**src/design/glyph_8x16_attribute_renderer_defines.svh**
```systemverilog
// Assertion macros for the glyph row renderer.
`ifndef GLYPH_8X16_ATTRIBUTE_RENDERER_DEFINES_SVH
`define GLYPH_8X16_ATTRIBUTE_RENDERER_DEFINES_SVH

// Same-cycle implication, sampled on clk, off during rst.
`define GAR_ASSERT_NOW(label, ante, cons, msg) \
  label: assert property (@(posedge clk) disable iff (rst) (ante) |-> (cons)) \
    else $error(msg);

// Next-cycle implication, sampled on clk, off during rst.
`define GAR_ASSERT_NEXT(label, ante, cons, msg) \
  label: assert property (@(posedge clk) disable iff (rst) (ante) |=> (cons)) \
    else $error(msg);

`endif

```
**src/design/glyph_pkg.sv**
```systemverilog
// Types and constants for the glyph row renderer.
package glyph_pkg;

  localparam logic [7:0] MaskEven = 8'haa;
  localparam logic [7:0] MaskOdd  = 8'h55;
  localparam logic [7:0] RowFull  = 8'hff;
  localparam logic [7:0] LeftBit  = 8'h80;

  localparam logic [12:0] ScreenWidthReset  = 13'd320;
  localparam logic [12:0] ScreenHeightReset = 13'd240;

  localparam int unsigned Columns = 9;

  typedef enum logic {
    REG_SCREEN_WIDTH  = 1'b0,
    REG_SCREEN_HEIGHT = 1'b1
  } reg_idx_t;

  typedef enum logic [1:0] {
    UL_NONE   = 2'd0,
    UL_SINGLE = 2'd1,
    UL_DOUBLE = 2'd2
  } underline_t;

  typedef enum logic [1:0] {
    SH_NONE    = 2'd0,
    SH_DIM     = 2'd1,
    SH_CONCEAL = 2'd2
  } shade_t;

  typedef struct packed {
    logic [1:0]  pad;
    logic [15:0] back_color;
    logic [15:0] fore_color;
    logic [12:0] cell_y;
    logic [12:0] cell_x;
    logic [7:0]  glyph_row;
    logic [3:0]  row_index;
  } in_data_t;

  typedef struct packed {
    logic       bold;
    logic       transparent;
    logic [1:0] shade_mode;
    logic [1:0] underline_mode;
    logic       framed;
    logic       reverse;
  } in_attr_t;

  typedef struct packed {
    logic [15:0] pixel_color;
    logic [11:0] pixel_y;
    logic [11:0] pixel_x;
  } out_data_t;

endpackage

```
**src/design/glyph_8x16_attribute_renderer.sv**
```systemverilog
// Top level of the glyph row renderer: row shaping, clipping and pixel emission.
//
//  channel  | dir | handshake                  | payload
//  ---------+-----+----------------------------+-------------------------------------
//  s_       | in  | s_tvalid / s_tready        | s_tdata glyph row, s_tuser attributes
//  m_       | out | m_tvalid / m_tready        | m_tdata pixel write, m_tlast end of row
//  apb      | in  | psel, penable, pready high | screen_width, screen_height
//
//  One pixel write leaves per cycle through the single output register; a row
//  holds the emitter for 1 to 9 writes, and a row with no write takes only its
//  input handshake. The next row is taken in the cycle its predecessor's last
//  write moves to the output register.
//  Reset is synchronous; it empties the emitter and the output register and
//  restores the screen size. A low m_tready holds the output and the emitter.
`include "glyph_8x16_attribute_renderer_defines.svh"

module glyph_8x16_attribute_renderer #(
  parameter int COORD_BITS = 12
) (
  input  logic        clk,
  input  logic        rst,
  input  logic        s_tvalid,
  output logic        s_tready,
  input  logic [71:0] s_tdata,   // row_index, glyph_row, cell_x, cell_y, fore_color,
                                 // back_color, zero pad
  input  logic [7:0]  s_tuser,   // reverse, framed, underline_mode, shade_mode,
                                 // transparent, bold
  output logic        m_tvalid,
  input  logic        m_tready,
  output logic [39:0] m_tdata,   // pixel_x, pixel_y, pixel_color
  output logic        m_tlast,
  input  logic        psel,
  input  logic        penable,
  input  logic        pwrite,
  input  logic [2:0]  paddr,
  input  logic [31:0] pwdata,
  output logic [31:0] prdata,
  output logic        pready
);

  localparam logic [11:0] CoordMask =
    (COORD_BITS >= 12) ? 12'hfff : 12'((1 << COORD_BITS) - 1);

  glyph_pkg::in_data_t  in_data;
  glyph_pkg::in_attr_t  in_attr;
  glyph_pkg::out_data_t out_data;

  logic [12:0] screen_width;
  logic [12:0] screen_height;

  logic [7:0]  shaped;
  logic [8:0]  lit_new;
  logic [8:0]  emit_new;
  logic        off_screen;
  logic        ninth_ok;
  logic signed [14:0] cx_ext;
  logic signed [14:0] cy_ext;
  logic signed [14:0] x_limit;
  logic signed [14:0] y_limit;

  logic        busy;
  logic [8:0]  rem;
  logic [8:0]  lit;
  logic [11:0] base_x;
  logic [11:0] base_y;
  logic [15:0] fg;
  logic [15:0] bg;

  logic [8:0]  rem_next;
  logic [3:0]  pick;
  logic        out_advance;
  logic        emit_fire;
  logic        in_fire;
  logic        cfg_write;

  assign in_data = s_tdata;
  assign in_attr = s_tuser;
  assign m_tdata = out_data;

  assign pready    = 1'b1;
  assign cfg_write = psel && penable && pwrite && pready;

  always_comb begin
    case (glyph_pkg::reg_idx_t'(paddr[2]))
      glyph_pkg::REG_SCREEN_WIDTH:  prdata = {19'd0, screen_width};
      glyph_pkg::REG_SCREEN_HEIGHT: prdata = {19'd0, screen_height};
      default:                      prdata = 32'd0;
    endcase
  end

  always_comb begin
    shaped = in_data.glyph_row;
    if (in_attr.framed) begin
      if (in_data.row_index == 4'd0) begin
        shaped = glyph_pkg::RowFull;
      end else begin
        shaped = shaped | 8'd1;
      end
    end
    case (in_attr.underline_mode)
      glyph_pkg::UL_NONE: begin
      end
      glyph_pkg::UL_DOUBLE: begin
        if (in_data.row_index == 4'd13 || in_data.row_index == 4'd15) begin
          shaped = glyph_pkg::RowFull;
        end
      end
      default: begin
        if (in_data.row_index == 4'd14 || in_data.row_index == 4'd15) begin
          shaped = glyph_pkg::RowFull;
        end
      end
    endcase
    case (in_attr.shade_mode)
      glyph_pkg::SH_NONE: begin
      end
      glyph_pkg::SH_CONCEAL: begin
        shaped = shaped | (in_data.row_index[0] ? glyph_pkg::MaskOdd : glyph_pkg::MaskEven);
      end
      default: begin
        shaped = shaped & (in_data.row_index[0] ? glyph_pkg::MaskOdd : glyph_pkg::MaskEven);
      end
    endcase
  end

  always_comb begin
    cx_ext     = {{2{in_data.cell_x[12]}}, in_data.cell_x};
    cy_ext     = {{2{in_data.cell_y[12]}}, in_data.cell_y};
    x_limit    = $signed({2'b00, screen_width}) - 15'sd8;
    y_limit    = $signed({2'b00, screen_height}) - 15'sd16;
    off_screen = in_data.cell_x[12] || in_data.cell_y[12] ||
                 (cx_ext > x_limit) || (cy_ext > y_limit);
    ninth_ok   = cx_ext < x_limit;
  end

  // Column 0 is the leftmost pixel, taken from the top bit of the row.
  always_comb begin
    for (int c = 0; c < 8; c++) begin
      lit_new[c] = (shaped & (glyph_pkg::LeftBit >> c)) != 8'd0;
    end
    lit_new[8] = 1'b0;
    for (int c = 1; c < 9; c++) begin
      if (in_attr.bold && (shaped & (glyph_pkg::LeftBit >> (c - 1))) != 8'd0) begin
        lit_new[c] = 1'b1;
      end
    end
    for (int c = 0; c < 8; c++) begin
      emit_new[c] = lit_new[c] || !in_attr.transparent;
    end
    emit_new[8] = lit_new[8] && ninth_ok;
    if (off_screen) begin
      emit_new = 9'd0;
    end
  end

  always_comb begin
    pick = 4'd0;
    for (int c = glyph_pkg::Columns - 1; c >= 0; c--) begin
      if (rem[c]) begin
        pick = 4'(c);
      end
    end
    rem_next = rem & (rem - 9'd1);
  end

  assign out_advance = !m_tvalid || m_tready;
  assign emit_fire   = busy && out_advance;
  assign s_tready    = !busy || (out_advance && rem_next == 9'd0);
  assign in_fire     = s_tvalid && s_tready;

  always_ff @(posedge clk) begin
    if (rst) begin
      busy          <= 1'b0;
      m_tvalid      <= 1'b0;
      screen_width  <= glyph_pkg::ScreenWidthReset;
      screen_height <= glyph_pkg::ScreenHeightReset;
    end else begin
      if (cfg_write) begin
        case (glyph_pkg::reg_idx_t'(paddr[2]))
          glyph_pkg::REG_SCREEN_WIDTH:  screen_width  <= pwdata[12:0];
          glyph_pkg::REG_SCREEN_HEIGHT: screen_height <= pwdata[12:0];
          default: begin
          end
        endcase
      end
      if (out_advance) begin
        m_tvalid <= busy;
      end
      if (in_fire) begin
        busy <= emit_new != 9'd0;
      end else if (emit_fire && rem_next == 9'd0) begin
        busy <= 1'b0;
      end
    end
  end

  always_ff @(posedge clk) begin
    if (emit_fire) begin
      out_data.pixel_x     <= (base_x + 12'(pick)) & CoordMask;
      out_data.pixel_y     <= base_y & CoordMask;
      out_data.pixel_color <= lit[pick] ? fg : bg;
      m_tlast              <= rem_next == 9'd0;
    end
    if (in_fire) begin
      rem    <= emit_new;
      lit    <= lit_new;
      base_x <= in_data.cell_x[11:0];
      base_y <= in_data.cell_y[11:0] + {8'd0, in_data.row_index};
      fg     <= in_attr.reverse ? in_data.back_color : in_data.fore_color;
      bg     <= in_attr.reverse ? in_data.fore_color : in_data.back_color;
    end else if (emit_fire) begin
      rem    <= rem_next;
    end
  end

  `GAR_ASSERT_NOW(a_ready_when_busy, busy && s_tready, out_advance && rem_next == 9'd0, "row taken while writes remain")
  `GAR_ASSERT_NOW(a_busy_has_work, busy, rem != 9'd0, "emitter busy with no pending column")
  `GAR_ASSERT_NEXT(a_row_continues, m_tvalid && !m_tlast, m_tvalid, "row ended without last write")

endmodule

```
**config.mk**
```make
export PLATFORM = sky130hd
export DESIGN_NAME = glyph_8x16_attribute_renderer
export DESIGN_NICKNAME = d
export VERILOG_FILES = /design/src/design/glyph_pkg.sv /design/src/design/glyph_8x16_attribute_renderer.sv
export VERILOG_INCLUDE_DIRS = /design/src /design/src/design
export SDC_FILE = /design/constraint.sdc
export NUM_CORES = 1
export LEC_CHECK = 0
export BUFFER_PORTS_ARGS = -buffer_cell sky130_fd_sc_hd__buf_2
export CORE_AREA = 4 4 123 125
export DETAILED_ROUTE_END_ITERATION = 12
export DIE_AREA = 0 0 127 129
export PLACE_DENSITY = 0.89
export SLEW_MARGIN = 20
export SYNTH_ARGS = -nofsm -noshare
export SYNTH_HDL_FRONTEND = slang
export SYNTH_SLANG_ARGS = --single-unit
```
**constraint.sdc**
```tcl
create_clock -name clk -period 6.7 [get_ports clk]
set_input_delay 0.67 -clock clk [delete_from_list [all_inputs] [get_ports clk]]
set_output_delay 0.67 -clock clk [all_outputs]
set_load 0.02 [all_outputs]
```
; ---- Yosys cells after proc, flatten, opt, wreduce, memory -nomap -nowiden
; Index checks and enable logic that the tools add are counted.
[classes]
reduce_logical = 42
addsub = 5
bitwise_logic = 4
eq_ne = 5
magnitude_cmp = 4
muxes = 35
[ops]
columns = cell, count
row1 = 32-bit case mux with 2 select lines, 1
row2 = 16-bit 2-to-1 mux, 3
row3 = 8-bit 2-to-1 mux, 5
row4 = 4-bit 2-to-1 mux, 9
row5 = 8-bit case mux with 2 select lines, 2
row6 = 13-bit by 14-bit greater-than comparator with 1-bit output, 2
row7 = 9-bit 2-to-1 mux, 3
row8 = 12-bit by 4-bit adder with 12-bit output, 2
row9 = 1-bit logical AND, 15
row10 = 1-bit logical OR, 15
row11 = 13-bit by 14-bit less-than comparator with 1-bit output, 1
row12 = 13-bit by 4-bit subtractor with 14-bit output (second input constant), 1
row13 = 13-bit by 5-bit subtractor with 14-bit output (second input constant), 1
row14 = 4-bit equality test (second input constant), 3
row15 = 1-bit 2-to-1 mux, 11
row16 = 9-bit AND, 1
row17 = 9-bit logical NOT, 1
row18 = 9-bit nonzero test, 1
row19 = 9-bit by 1-bit subtractor with 9-bit output (second input constant), 1
row20 = 8-bit AND, 1
row21 = 8-bit bitwise OR, 1
row22 = 4-bit by 5-bit less-than comparator with 1-bit output (second input constant), 1
row23 = 1-bit binary-select mux with 4-bit select, 1
row24 = 2-bit equality test (second input constant), 2
row25 = 6 further kinds, 11
[totals]
wordCells = 109
reg_bits = 143

; ---- Longest topological paths before layout
; Gate-level depths: netlist of run 1.
[depth]
ltp_word = 13
depth_mapped = 13

; ---- Least setup slack after synthesis of run 1
; No wires, ideal clock.
[synth_path]
kind = reg-to-reg
startpoint = register screen_width[5]
endpoint = register rem[7], data pin
synth_period_minus_slack_ns = 3.141
slack_ns = 3.559
path_buffers = 0
path_stages_with_launch = 12
t_arrival_ns = 2.884
cell_sequence = dfxtp_1 > nor4_1 > nand2_1 > nor4_1 > xnor2_1 > ha_1 > nand4_1 > o2111a_1 > a21boi_1 > o32ai_1 > nor2_1 > a32o_1
[synth_via]
elab_chain_len = 6
[synth_rtl]
columns = item, line_no
row1 = "start, declared", glyph_8x16_attribute_renderer.sv:48  ; logic [12:0] screen_width;
row2 = "start signal, assigned", glyph_8x16_attribute_renderer.sv:175  ; screen_width <= glyph_pkg::ScreenWidthReset;
row3 = "start signal, assigned", glyph_8x16_attribute_renderer.sv:180  ; glyph_pkg::REG_SCREEN_WIDTH: screen_width <= pwdata[12:0];
row4 = 13-bit by 4-bit subtractor with 14-bit output, glyph_8x16_attribute_renderer.sv:129  ; x_limit = $signed({2'b00, screen_width}) - 15'sd8;
row5 = 13-bit by 14-bit greater-than comparator with 1-bit output, glyph_8x16_attribute_renderer.sv:132  ; (cx_ext > x_limit) || (cy_ext > y_limit);
row6 = 1-bit logical OR, glyph_8x16_attribute_renderer.sv:131  ; off_screen = in_data.cell_x[12] || in_data.cell_y[12] ||
row7 = 1-bit logical OR, glyph_8x16_attribute_renderer.sv:132
row8 = 9-bit 2-to-1 mux, glyph_8x16_attribute_renderer.sv:151  ; if (off_screen) begin
row9 = 9-bit 2-to-1 mux, glyph_8x16_attribute_renderer.sv:204  ; if (in_fire) begin
row10 = "end signal, assigned", glyph_8x16_attribute_renderer.sv:205  ; rem <= emit_new;
row11 = "end signal, assigned", glyph_8x16_attribute_renderer.sv:212  ; rem <= rem_next;
row12 = "end, declared", glyph_8x16_attribute_renderer.sv:62  ; logic [8:0] rem;
; Every way passes these cells.
; A chain may end at the register's enable or synchronous reset.

; ---- Worst setup path in the final report of run 1
[layout_path]
startpoint = register rem[0]
endpoint = register out_data, in the netlist m_tdata[30], data pin
[layout_via]
elab_chain_len = 4
[layout_rtl]
columns = item, line_no
row1 = 4-bit 2-to-1 mux, glyph_8x16_attribute_renderer.sv:159  ; if (rem[c]) begin
row2 = 1-bit binary-select mux with 4-bit select, glyph_8x16_attribute_renderer.sv:201  ; out_data.pixel_color <= lit[pick] ? fg : bg;
row3 = 1-bit 2-to-1 mux (not written as such), glyph_8x16_attribute_renderer.sv:201
row4 = 16-bit 2-to-1 mux, glyph_8x16_attribute_renderer.sv:201
row5 = "end, declared", glyph_8x16_attribute_renderer.sv:46  ; glyph_pkg::out_data_t out_data;
; Every way passes these cells. The select of a mux whose other input is x is not followed.

==> flow_summary.toml, run 1 <==
[run_status]
status = "finished clean"

[worst_setup_path]
critical-path-slowest-cell = "or4_4"
worstPathCellList = "or4_4 -> or3_4 -> nor3_4 -> nand3_2 -> and3_1 -> a21oi_2 -> nand3_1"
cp-end-kind = "register"
cp.arrival_ps = 3770
critical_path_required_ps = 6860
critPathKind = "reg -> reg"
crit_path_start_kind = "register"
cp_slowest_stage_delay_ps = 640
crit_fanout = 32

[routing]
drt-wirelength-per-cell_um = 17.8
ant_nets = 0
drc = 0
totalWireLength_um = 19800
first_pass_iters = 5
post_drt_via_cell_ratio = 5.93
vias = 6572
drtIter0Drc = 584

[pwr]
design_power_total_uw = 2260
p_leak_uw = 0.00391
ir_worst_vdd_uv = 192
power_density_nw_per_um2 = 236

[global_routing]
grt_pass1_wl_um = 30700
gr-usage-all-layers = 0.237
overflow = 0
antenna_found_initial = 2
grt_max_degree = 57
grt_pass1_vias = 6376

[timing]
setup_violations = 0
final.period_utilization = 0.539
slew_viol_final = 0
worstMarginPinSlew_ps = 1100
slew_headroom = 0.265
clock.fmax_ghz = 0.277
skew_ps = 7.58
fin_crit_ps = 3610
rsz0062_at_grt = "false"
tns_ps = 0
hold_violations = 0

[synthesis]
yosys.cell_types.count = 75
synth_edf_count = 115
ys_warn_count = 0
async_flop_share = 0
synth_cells = 774
ys.flop_type = "edfxtp_1"
synth_seq_cells = 143
yosysSeqAreaShare = 0.490
synthesis.area_um2 = 8200
syn_avg_cell_area_um2 = 10.6

[layout]
syn_to_final_growth_pct = 16.8
layout_common_cells = "buf_2 (154), edfxtp_1 (115), nand2_1 (79), a21oi_1 (46)"
nets = 1079
final_cell_count_no_fill = 1109
layout_commonest_cell = "buf_2"
antennaDiodeCount = 0
drive_above_1_share = 0.277

[placed_design]
io_buffers = 154
gp_congestion = 0.859
hpwlAfterDp_um = 13900
dp.cells = 1077

[die]
die_w_um = 127
ios = 198
dieArea_um2 = 16400
fp.dieH_um = 129
row_count = 43
core_um2 = 13900
start_util = 0.591

[clock_tree]
cts_resized = 0
root_buffer = "clkbuf_16"
post-cts-setup-buffer-count = 0
cts.clk_slew.worst_paths_ps = 60
clock_latency_ps = 420
htreeDepth = 4
cts_sinks = 143
cts_buffers = 17
cts-hold-fix-buffers = 0
clk_path_buf_depth = 2
cts_tree = "yes"

[job]
maxCapViolations = 0

[hold_path]
min_path_type = "reg -> reg"
[state kept, by name, summed over array words and instances, names as in the netlist, 12 cells and up]
| register | count |
|---|---|
| m_tdata | 40 |
| screen_height | 13 |
| fg | 16 |
| base_x | 12 |
| screen_width | 13 |
| bg | 16 |
| base_y | 12 |
[critical path: cells and delay by family (launching register included)]
family / cells / cell delay [ps]
flip-flops: 1 / 540
AO/OA/AOI/OAI: 1 / 100
AND/OR/NAND/NOR: 6 / 2690
[synth_stat cells (all sizes together), types with 3 or more instances]
cell / number / area [um^2]
o21ai: 29 / 149
a21o: 11 / 82.6
xor2: 13 / 114
buf: 33 / 239
edfxtp: 115 / 3450
o31ai: 3 / 36.3
nand3b: 7 / 52.6
a211o: 5 / 43.8
nor3: 13 / 76.3
and3: 20 / 125
a21oi: 56 / 318
mux2: 42 / 473
ha: 38 / 475
nand4: 24 / 150
mux2i: 3 / 30.0
a22oi: 3 / 22.5
nand3: 28 / 145
nor2b: 25 / 156
nand2: 81 / 309
inv: 43 / 161
nor4: 8 / 50.1
o22ai: 3 / 18.8
or2: 3 / 18.8
or3: 3 / 23.8
dfxtp: 28 / 561
nand2b: 5 / 31.3
clkbuf: 18 / 67.6
a211oi: 11 / 82.6
nor2: 40 / 150
xnor2: 22 / 193
[cell families (layout without fill, tap and decap cells)]
| family | after synthesis | in the layout | synth area share |
|---|---|---|---|
| AO/OA/AOI/OAI | 148 | 148 | 0.122 |
| XOR/XNOR | 35 | 35 | 0.0374 |
| adder cells (fa/ha/maj) | 41 | 41 | 0.0641 |
| buffers and inverters | 94 | 231 | 0.0571 |
| flip-flops | 143 | 143 | 0.490 |
| multiplexers | 45 | 45 | 0.0614 |
| other | 2 | 20 | 0.000916 |
| AND/OR/NAND/NOR | 266 | 266 | 0.168 |
[per-layer routing]
layer  vias to the layer above  track usage  wire length [um]
met4                         4        0.102               581
li1                       3091            -                 -
met3                        59       0.0544              1520
met2                       320        0.430             10200
met5                         -            0                23
met1                      3098        0.268              7440
[power by group]
group | total [uW] | leakage, uW | switching [uW] | internal (uW)
sequential | 1040 | 0.00132 | 26.7 | 1020
clock | 922 | 0.000273 | 376 | 547
combinational | 292 | 0.00231 | 175 | 118
[stage by stage]
step                      hold WS, ps  worst slack [ps]   util  cell area [um^2]
after floorplan                   400              3560      -              8270
after CTS                         419              2740  0.689              9560
after global routing              424              2910  0.690              9580
after detailed placement          405              2760  0.648              8990
final                             417              3090  0.690              9580
after global placement            401              2810  0.647              8980
[final cells by class]
type                    instances  area [um^2]
repair buffers                157          801
well taps                     180          225
clock inverters                13          141
multi-input cells             555         3800
inverters                      43          161
clock buffers                  18          429
flip-flops and latches        143         4010
fillers                      1023         4310
[worst paths after layout]
check	startpoint	to	slack, ps	cells past startpoint
min	base_y[7]	m_tdata[19]	420	0
max reg2reg	rem[0]	m_tdata[30]	3090	7
min reg2reg	base_y[7]	m_tdata[19]	420	0
max	rem[0]	m_tdata[30]	3090	7
(Power assumes the default switching activity.)
==> run 2: changes to the inputs <==
Settings changed: CORE_AREA 4 4 123 125 to 4 4 135 137, DIE_AREA 0 0 127 129 to 0 0 139 141, PLACE_DENSITY 0.89 to 0.79.
Clock period 6.7 ns to 3.32 ns, I/O delays scaled along.
==> flow_summary.toml, run 2 (synthesis gave the netlist of run 1 again) <==
[hold_path]
min_path_type = "in -> reg"
hold_path_depth = 1
hold_end = "base_x[2]"
min_from = "s_tdata[14]"

[die]
ios = 198
core_um2 = 17100
die_w_um = 139
row_count = 48
start_util = 0.481
fp.dieH_um = 141
dieArea_um2 = 19600

[pwr]
ir_worst_vdd_uv = 395
p_leak_uw = 0.00398
design_power_total_uw = 4560
power_density_nw_per_um2 = 468

[worst_setup_path]
r2r_slack_ps = 180
crit_path_start_kind = "register"
critPathKind = "reg -> reg"
path_buf_inv = 1
critical_path_required_ps = 3660
worst_path_dominant_cell_family = "simple AND/OR/NAND/NOR gates"
critical-path-slowest-cell = "or4_1"
reg2reg_to = "busy"
r2r_cells = 13
crit_fanout = 9
timing.rr.start = "screen_height[7]"
cp_slowest_stage_delay_ps = 590
cp.arrival_ps = 3490
worstPathCellList = "or4_1 -> nor3_2 -> nand2_1 -> xor2_1 -> ha_1 -> nand4_1 -> nor2_1 -> a41oi_1 -> nor3_1 -> o32ai_1 -> buf_4 -> or3b_1 -> o22ai_1"
cp-end-kind = "register"

[clock_tree]
clk_path_buf_depth = 2
cts-hold-fix-buffers = 0
cts_tree = "yes"
cts.clk_slew.worst_paths_ps = 70
cts_buffers = 17
clock_latency_ps = 420
root_buffer = "clkbuf_16"
cts_sinks = 143
htreeDepth = 4

[placed_design]
io_buffers = 154
hpwlAfterDp_um = 13900
place_area_um2 = 9130
gp_congestion = 0.905

[timing]
hold_violations = 0
worstMarginPinSlew_ps = 1000
skew_ps = 16.2
final.period_utilization = 0.947
slew_headroom = 0.330
fin_crit_ps = 3140
setup_violations = 0
slew_viol_final = 0
clock.fmax_ghz = 0.318

[job]
maxCapViolations = 0

[global_routing]
grt_pass1_vias = 6115
antenna_found_initial = 1
grt_max_degree = 45
grt_pass1_wl_um = 30100
gr-usage-all-layers = 0.190
overflow = 0

[layout]
drive_above_1_share = 0.288
final_cell_area_um2 = 9740
nets = 1089
layout_commonest_cell = "buf_2"
layout_common_cells = "buf_2 (154), edfxtp_1 (115), nand2_1 (79), a21oi_1 (46)"
syn_to_final_growth_pct = 18.8
largest_reg_flops = 40
antennaDiodeCount = 0

[routing]
drc = 0
first_pass_iters = 4
post_drt_via_cell_ratio = 5.41
ant_nets = 0
drt-wirelength-per-cell_um = 16.0
drtIter0Drc = 345
totalWireLength_um = 18600
vias = 6300

[run_status]
status = "finished clean"
[run 2: where the power goes]
part / internal (uW) / total (uW) / switching (uW)
clock network: 1060 / 1870 / 812
logic: 244 / 593 / 348
registers: 2050 / 2100 / 49.1
total: 3350 / 4560 / 1210
[run 2: final cells by class]
type | instances | area [um^2]
clock buffers | 17 | 425
fillers | 1452 | 7320
multi-input cells | 555 | 3820
clock inverters | 15 | 151
inverters | 43 | 161
flip-flops and latches | 143 | 4010
repair buffers | 167 | 881
well taps | 225 | 282
[run 2: repair_timing]
| action | CTS | global route |
|---|---|---|
| endpoints found under the hold margin | 0 | 0 |
| setup endpoints to repair | 0 | 9 |
| resized for setup | 0 | 4 |
| buffers inserted | 0 | 0 |
[run 2: worst max-delay path by stage]
stage                           startpoint  endpoint  slack (ps)  cells past startpoint
after floorplan            screen_width[5]    rem[7]         180                     11
after global placement     screen_width[5]    rem[7]         200                     12
after detailed placement   screen_width[5]    rem[7]          90                     12
after CTS                  screen_width[5]    rem[7]          60                     12
after global routing      screen_height[7]      busy         -30                     13
final                     screen_height[7]      busy         180                     13
[run 2: routing by layer]
metal / vias up / GRT usage / wire length (um)
met5: - / 0 / 7
met4: 2 / 0.0572 / 282
met3: 21 / 0.0512 / 1270
met2: 222 / 0.323 / 9290
met1: 2946 / 0.238 / 7780
li1: 3109 / - / -
[run 2: stage by stage]
stage / worst slack, ps / utilization / hold slack, ps / setup TNS [ps] / cells
after global routing: -28.2 / 0.571 / 85.5 / -31.8 / 1165
after floorplan: 179 / - / 400 / 0 / 792
after detailed placement: 87.1 / 0.536 / 406 / 0 / 1133
final: 176 / 0.571 / 101 / 0 / 1165
after global placement: 197 / 0.536 / 401 / 0 / 1133
after CTS: 62.4 / 0.569 / 91.0 / 0 / 1165
